<file path="src/icmp_cs_pkg.sv">
package icmp_cs_pkg;

    // Width of the message byte counter (saturating)
    localparam int LENGTH_BITS = 16;

    // Width of the ones' complement sum
    localparam int SUM_W = 16;

    // IPv6 next-header value for ICMPv6
    localparam logic [SUM_W-1:0] ICMPV6_NEXT_HDR = 16'd58;

    typedef logic [SUM_W-1:0]       sum_t;
    typedef logic [LENGTH_BITS-1:0] count_t;

    localparam count_t COUNT_MAX = {LENGTH_BITS{1'b1}};

    // End-of-message record handed from the accumulator to the final stage
    typedef struct packed {
        sum_t   sum;
        count_t count;
        logic   overflow;
    } msg_total_t;

    // Ones' complement add with end-around carry
    function automatic sum_t oc_add(input sum_t a, input sum_t b);
        logic [SUM_W:0] s;
        begin
            s = {1'b0, a} + {1'b0, b};
            oc_add = s[SUM_W-1:0] + sum_t'(s[SUM_W]);
        end
    endfunction

endpackage

</file>
<file path="src/icmp_internet_checksum.sv">
// Internet checksum (ones' complement sum) over ICMP messages, with an
// optional IPv6 pseudo-header (message length and next header 58).
// Input channel: in_valid / in_stall carry cmd, word, single_byte, last;
// one word is transferred per cycle when in_stall is low. Address words of
// the pseudo-header use cmd = 1 and are summed but not counted.
// Output channel: out_valid / out_stall carry checksum, checksum_ok and
// too_long, one result per message, on its last word.
// Config channel: cfg_valid / cfg_ready write ipv6_mode from cfg_data;
// cfg_ready is always high. Write only while no message is in flight.
// Throughput: one word per cycle while out_stall is low, sustained, back to
// back across messages. The result of a message passes the input register,
// then the accumulator/end-of-message record, then the pseudo-header add
// and fold into the output register.
// Reset clears ipv6_mode, the running sum, byte count and overflow flag
// and empties all stages. When out_stall is held, the pipeline keeps
// taking non-last words; in_stall rises once a last word cannot be
// handed on, and the held result stays unchanged.
module icmp_internet_checksum
    import icmp_cs_pkg::*;
(
    input  logic        clk,
    input  logic        rst_n,
    // configuration
    input  logic        cfg_valid,
    output logic        cfg_ready,
    input  logic        cfg_data,
    // input items
    input  logic        in_valid,
    output logic        in_stall,
    input  logic        cmd,
    input  logic [15:0] word,
    input  logic        single_byte,
    input  logic        last,
    // results
    output logic        out_valid,
    input  logic        out_stall,
    output logic [15:0] checksum,
    output logic        checksum_ok,
    output logic        too_long
);

    logic       ipv6_mode_reg;
    logic       total_valid;
    msg_total_t total;
    logic       total_take;

    assign cfg_ready = 1'b1;

    // mode register
    always_ff @(posedge clk or negedge rst_n)
    begin
        if (!rst_n)
        begin
            ipv6_mode_reg <= 1'b0;
        end
        else if (cfg_valid && cfg_ready)
        begin
            ipv6_mode_reg <= cfg_data;
        end
    end

    icmp_cs_accum u_accum (
        .clk         (clk),
        .rst_n       (rst_n),
        .in_valid    (in_valid),
        .in_stall    (in_stall),
        .cmd         (cmd),
        .word        (word),
        .single_byte (single_byte),
        .last        (last),
        .total_valid (total_valid),
        .total       (total),
        .total_take  (total_take)
    );

    icmp_cs_final u_final (
        .clk         (clk),
        .rst_n       (rst_n),
        .ipv6_mode   (ipv6_mode_reg),
        .total_valid (total_valid),
        .total       (total),
        .total_take  (total_take),
        .out_valid   (out_valid),
        .out_stall   (out_stall),
        .checksum    (checksum),
        .checksum_ok (checksum_ok),
        .too_long    (too_long)
    );

endmodule

</file>
<file path="src/icmp_cs_accum.sv">
module icmp_cs_accum
    import icmp_cs_pkg::*;
(
    input  logic       clk,
    input  logic       rst_n,
    // input item channel
    input  logic       in_valid,
    output logic       in_stall,
    input  logic       cmd,
    input  logic [15:0] word,
    input  logic       single_byte,
    input  logic       last,
    // end-of-message record toward the final stage
    output logic       total_valid,
    output msg_total_t total,
    input  logic       total_take
);

    // input register
    logic        s1_valid_reg;
    logic        s1_cmd_reg;
    logic [15:0] s1_word_reg;
    logic        s1_single_reg;
    logic        s1_last_reg;

    // running message state
    sum_t   sum_reg,   sum_next;
    count_t count_reg, count_next;
    logic   ovf_reg,   ovf_next;

    // end-of-message record register
    logic       total_valid_reg, total_valid_next;
    msg_total_t total_reg,       total_next;

    logic              consume;
    logic              s1_ready;
    logic              total_free;
    logic [15:0]       word_pad;
    sum_t              sum_upd;
    logic [LENGTH_BITS:0] count_sum;
    count_t            count_upd;
    logic              ovf_upd;
    count_t            count_inc;

    // record slot frees when the final stage takes it
    assign total_free = !total_valid_reg || total_take;
    // a non-last item never waits; a last item needs the record slot
    assign consume    = s1_valid_reg && (!s1_last_reg || total_free);
    assign s1_ready   = !s1_valid_reg || consume;
    assign in_stall   = !s1_ready;

    // pad a lone byte with a zero low byte
    assign word_pad = s1_single_reg ? {s1_word_reg[15:8], 8'h00} : s1_word_reg;
    assign sum_upd  = oc_add(sum_reg, word_pad);

    // saturating byte count; address words are not counted
    always_comb
    begin
        if (s1_cmd_reg)
        begin
            count_inc = '0;
        end
        else if (s1_single_reg)
        begin
            count_inc = count_t'(1);
        end
        else
        begin
            count_inc = count_t'(2);
        end
        count_sum = {1'b0, count_reg} + {1'b0, count_inc};
        if (count_sum[LENGTH_BITS])
        begin
            count_upd = COUNT_MAX;
            ovf_upd   = 1'b1;
        end
        else
        begin
            count_upd = count_sum[LENGTH_BITS-1:0];
            ovf_upd   = ovf_reg;
        end
    end

    // state update and end-of-message hand-off
    always_comb
    begin
        sum_next         = sum_reg;
        count_next       = count_reg;
        ovf_next         = ovf_reg;
        total_next       = total_reg;
        total_valid_next = total_valid_reg && !total_take;
        if (consume)
        begin
            if (s1_last_reg)
            begin
                total_next.sum      = sum_upd;
                total_next.count    = count_upd;
                total_next.overflow = ovf_upd;
                total_valid_next    = 1'b1;
                sum_next            = '0;
                count_next          = '0;
                ovf_next            = 1'b0;
            end
            else
            begin
                sum_next   = sum_upd;
                count_next = count_upd;
                ovf_next   = ovf_upd;
            end
        end
    end

    // control and state registers
    always_ff @(posedge clk or negedge rst_n)
    begin
        if (!rst_n)
        begin
            s1_valid_reg    <= 1'b0;
            total_valid_reg <= 1'b0;
            sum_reg         <= '0;
            count_reg       <= '0;
            ovf_reg         <= 1'b0;
        end
        else
        begin
            if (s1_ready)
            begin
                s1_valid_reg <= in_valid;
            end
            total_valid_reg <= total_valid_next;
            sum_reg         <= sum_next;
            count_reg       <= count_next;
            ovf_reg         <= ovf_next;
        end
    end

    // payload registers
    always_ff @(posedge clk)
    begin
        if (s1_ready && in_valid)
        begin
            s1_cmd_reg    <= cmd;
            s1_word_reg   <= word;
            s1_single_reg <= single_byte;
            s1_last_reg   <= last;
        end
        total_reg <= total_next;
    end

    assign total_valid = total_valid_reg;
    assign total       = total_reg;

endmodule

</file>
<file path="src/icmp_cs_final.sv">
module icmp_cs_final
    import icmp_cs_pkg::*;
(
    input  logic        clk,
    input  logic        rst_n,
    input  logic        ipv6_mode,
    // end-of-message record
    input  logic        total_valid,
    input  msg_total_t  total,
    output logic        total_take,
    // result channel
    output logic        out_valid,
    input  logic        out_stall,
    output logic [15:0] checksum,
    output logic        checksum_ok,
    output logic        too_long
);

    logic        out_valid_reg;
    logic [15:0] checksum_reg, checksum_next;
    logic        ok_reg, ok_next;
    logic        too_long_reg;
    logic        out_ready;

    logic [31:0]      len32;
    logic [SUM_W+1:0] wide_sum;
    logic [SUM_W:0]   fold1;
    sum_t             fold2;

    assign out_ready  = !out_valid_reg || !out_stall;
    assign total_take = total_valid && out_ready;

    // pseudo-header: 32-bit length as two words plus next header,
    // summed at once and folded twice (same result as chained adds)
    assign len32 = 32'(total.count);

    always_comb
    begin
        if (ipv6_mode)
        begin
            wide_sum = {2'b00, total.sum} + {2'b00, len32[31:16]}
                     + {2'b00, len32[15:0]} + {2'b00, ICMPV6_NEXT_HDR};
        end
        else
        begin
            wide_sum = {2'b00, total.sum};
        end
        fold1         = {1'b0, wide_sum[SUM_W-1:0]} + (SUM_W+1)'(wide_sum[SUM_W+1:SUM_W]);
        fold2         = fold1[SUM_W-1:0] + sum_t'(fold1[SUM_W]);
        checksum_next = ~fold2;
        ok_next       = (checksum_next == '0);
    end

    // output register valid
    always_ff @(posedge clk or negedge rst_n)
    begin
        if (!rst_n)
        begin
            out_valid_reg <= 1'b0;
        end
        else if (out_ready)
        begin
            out_valid_reg <= total_valid;
        end
    end

    // output payload
    always_ff @(posedge clk)
    begin
        if (total_take)
        begin
            checksum_reg <= checksum_next;
            ok_reg       <= ok_next;
            too_long_reg <= total.overflow;
        end
    end

    assign out_valid   = out_valid_reg;
    assign checksum    = checksum_reg;
    assign checksum_ok = ok_reg;
    assign too_long    = too_long_reg;

endmodule

</file>
<file path="config.mk">
export PLATFORM = sky130hd
export DESIGN_NAME = icmp_internet_checksum
export DESIGN_NICKNAME = d
export VERILOG_FILES = /design/src/icmp_cs_pkg.sv /design/src/icmp_internet_checksum.sv /design/src/icmp_cs_accum.sv /design/src/icmp_cs_final.sv
export SDC_FILE = /design/constraint.sdc
export NUM_CORES = 1
export LEC_CHECK = 0
export BUFFER_PORTS_ARGS = -buffer_cell sky130_fd_sc_hd__buf_2
export CORE_ASPECT_RATIO = 1.2
export CORE_UTILIZATION = 45
export CTS_CLUSTER_DIAMETER = 30
export CTS_CLUSTER_SIZE = 10
export DETAILED_ROUTE_END_ITERATION = 10
export SYNTH_ARGS = -nofsm -noshare
export SYNTH_HDL_FRONTEND = slang
export SYNTH_SLANG_ARGS = --single-unit
</file>
<file path="constraint.sdc">
create_clock -name clk -period 11.9 [get_ports clk]
set_input_delay 2.38 -clock clk [delete_from_list [all_inputs] [get_ports clk]]
set_output_delay 2.38 -clock clk [all_outputs]
set_load 0.05 [all_outputs]
</file>
==> results.md <==
- Layout Utilization: 51.1%
- Yosys top cell area share: 29.8%
- Row cnt: 49
- Cell Area, Synth: 7050 um^2
- CP max stage cell: nor4_1
- DR iter-0 viols: 274
- Wire length on met2: 7730 um
- Maximum vdd ir drop: 65.6 uV
- Synthesized instance count: 659
- Layout area overhead: 9.78%
- Share of layout cells above drive strength 1: 13.8%
- Setup_tns: 0 ns
- Required time worst endpoint: 12.07 ns
- Residual DRC count: 0
- Crit Path Max Fanout: 6
- Port Buffers: 44
- Worst Clk Skew: 0.00891 ns
- Fin area: 7740 um^2
- Flop and latch count out of synthesis: 107
- Global Route Usage Sum: 19.4%
- Met1 WL: 6160 um
- Fin crit period: 7.89 ns
- Most used cell, CP: nor4_1
- Ant. Diodes: 0
- Syn avg cell area: 10.7 um^2
- CP endpoint kind: register
- Initial Utilization: 46.6%
- Fin. max-slew vios: 0
- Cell taking the most area after synthesis: edfxtp_1
- PnR worst setup slack: 4.01 ns
- Netlist cell types: 87
- Ranking of synthesized cells by area: edfxtp_1 (30%), dfrtp_1 (13%), ha_1 (7.3%)
- DP Cell Count: 891
- Type of origin of the critical path: register
- H-tree Lvls: 3
- Post-synth ARST share: 34.6%
- Hold Path Class: register to register
- CTS Buf Count: 9
- Max FFs per register: 33
- Slew HR: 22.8%
- Wire length of the first global-routing pass: 24500 um
- Die height: 139 um
- Root Driver: clkbuf_16
- P per Cell Area: 172 nW/um^2
- Cell family with most CP delay: simple AND/OR/NAND/NOR gates
- Via Count: 5131
- CTS max path bufs: 2
- Ys flop type: edfxtp_1
- Worst Tran Pin Value: 1.15 ns
- DRT Pass-1 Iters: 4
- Clock transition at path regs: 0.07 ns
- Clk_lat worst skew: 0.35 ns
- Setup CP Type: register to register
- MaxCap Viol Count: 0
- I/O pin total: 46
- Hold slack: 0.443 ns
- WP data arrival: 8.07 ns
- Total core area: 15100 um^2
- Yosys warns: 0
- Fin nets: 768
- Fin. Hold Viols: 0
- # resized after CTS: 0
- Register area share after synthesis: 43.0%
- Syn Nets: 729
- Vias in the first global route: 5223
- CTS tree: yes
- Routed met3 length: 343 um
- Post-CTS Setup Bufs: 0
- CTS Hold Bufs: 0
- Final wirelength: 14700 um
- Placed cell area: 7470 um^2
- Post-Place Setup Slack: 4.04 ns
- Per-cell routed wire length: 16.2 um
- Placer Congestion: 0.878
- Tcrit/Tclk final: 66.3%
- Initial antenna violation count: 0
- Slowest stage delay, CP: 0.52 ns
- Leakage: 3.30 nW
- Final setup viols: 0
- Detailed placement HPWL: 11300 um
- Pin count of the biggest net entering global routing: 38
- Total power: 1.33 mW
- Non-Filler Instances: 907
- GRT overflow: 0
- Highest metal used: met4
- Most frequent cells in the layout: edfxtp_1 (70), nand2_1 (49), buf_2 (44)
- RSZ-0062 raised after global routing: no
- Post-synth EDFFs: 70
- CTS Sinks: 107
- Outcome: completed
- Die footprint: 16200 um^2
- Antenna Nets Post-Route: 0
- Buf/Inv on CP: 0
- Leading cell type in the layout, fill and taps excluded: edfxtp_1
- Die Span X: 116 um
- Vias per Instance: 5.66
- Fmax: 0.127 GHz
[layout make-up]
| cell class | count | area, um^2 |
|---|---|---|
| fill | 1369 | 7400 |
| multi-input combinational | 510 | 3850 |
| sequential | 107 | 3030 |
| tap | 204 | 255 |
| timing repair buffer | 48 | 250 |
| clock buffer | 12 | 246 |
| inverter | 22 | 82.6 |
| clock inverter | 4 | 25.0 |
[synth_stat cells (all sizes together) (19+ instances only)]
| library cell | instances |
|---|---|
| a21oi | 27 |
| a22o | 31 |
| and3 | 21 |
| dfrtp | 37 |
| edfxtp | 70 |
| ha | 41 |
| inv | 22 |
| nand2 | 49 |
| nor2 | 30 |
| o21ai | 19 |
| xnor2 | 40 |
| xor2 | 31 |
[logic make-up after synthesis]
group                      Yosys count  synth area share, %
and+or+nand+nor                    220                 17.3
AOI/OAI and AO/OA                  162                 18.0
DFF                                107                 43.0
xor gates and xnor gates            71                 9.03
adders and majority gates           46                 8.57
buffers and inverters               42                 2.50
muxes                               10                 1.58
other                                1               0.0532
[metal layers]
| metal | track usage [%] | vias up |
|---|---|---|
| li1 | - | 2551 |
| met5 | 0 | - |
| met2 | 35.1 | 96 |
| met3 | 3.02 | 28 |
| met1 | 21.8 | 2456 |
| met4 | 9.31 | 0 |
[worst paths after layout]
path                                   start                     to  slack [ns]  cells past startpoint
min in group asynchronous              rst_n   u_accum.count_reg[1]        2.14                      1
min                         u_accum.total[0]       u_final.too_long        0.44                      0
max in group asynchronous              rst_n  u_accum.count_reg[12]        9.19                      1
max                        u_accum.total[17]    u_final.checksum_ok        4.01                     26
max reg2reg                u_accum.total[17]    u_final.checksum_ok        4.01                     26
min reg2reg                 u_accum.total[0]       u_final.too_long        0.44                      0
[report_power, final]
part / switching, mW / internal [mW] / total (mW)
logic: 0.343 / 0.213 / 0.557
registers: 0.0276 / 0.462 / 0.490
clock network: 0.135 / 0.148 / 0.283
total: 0.506 / 0.824 / 1.33
Power figures use the tool's default switching activity.
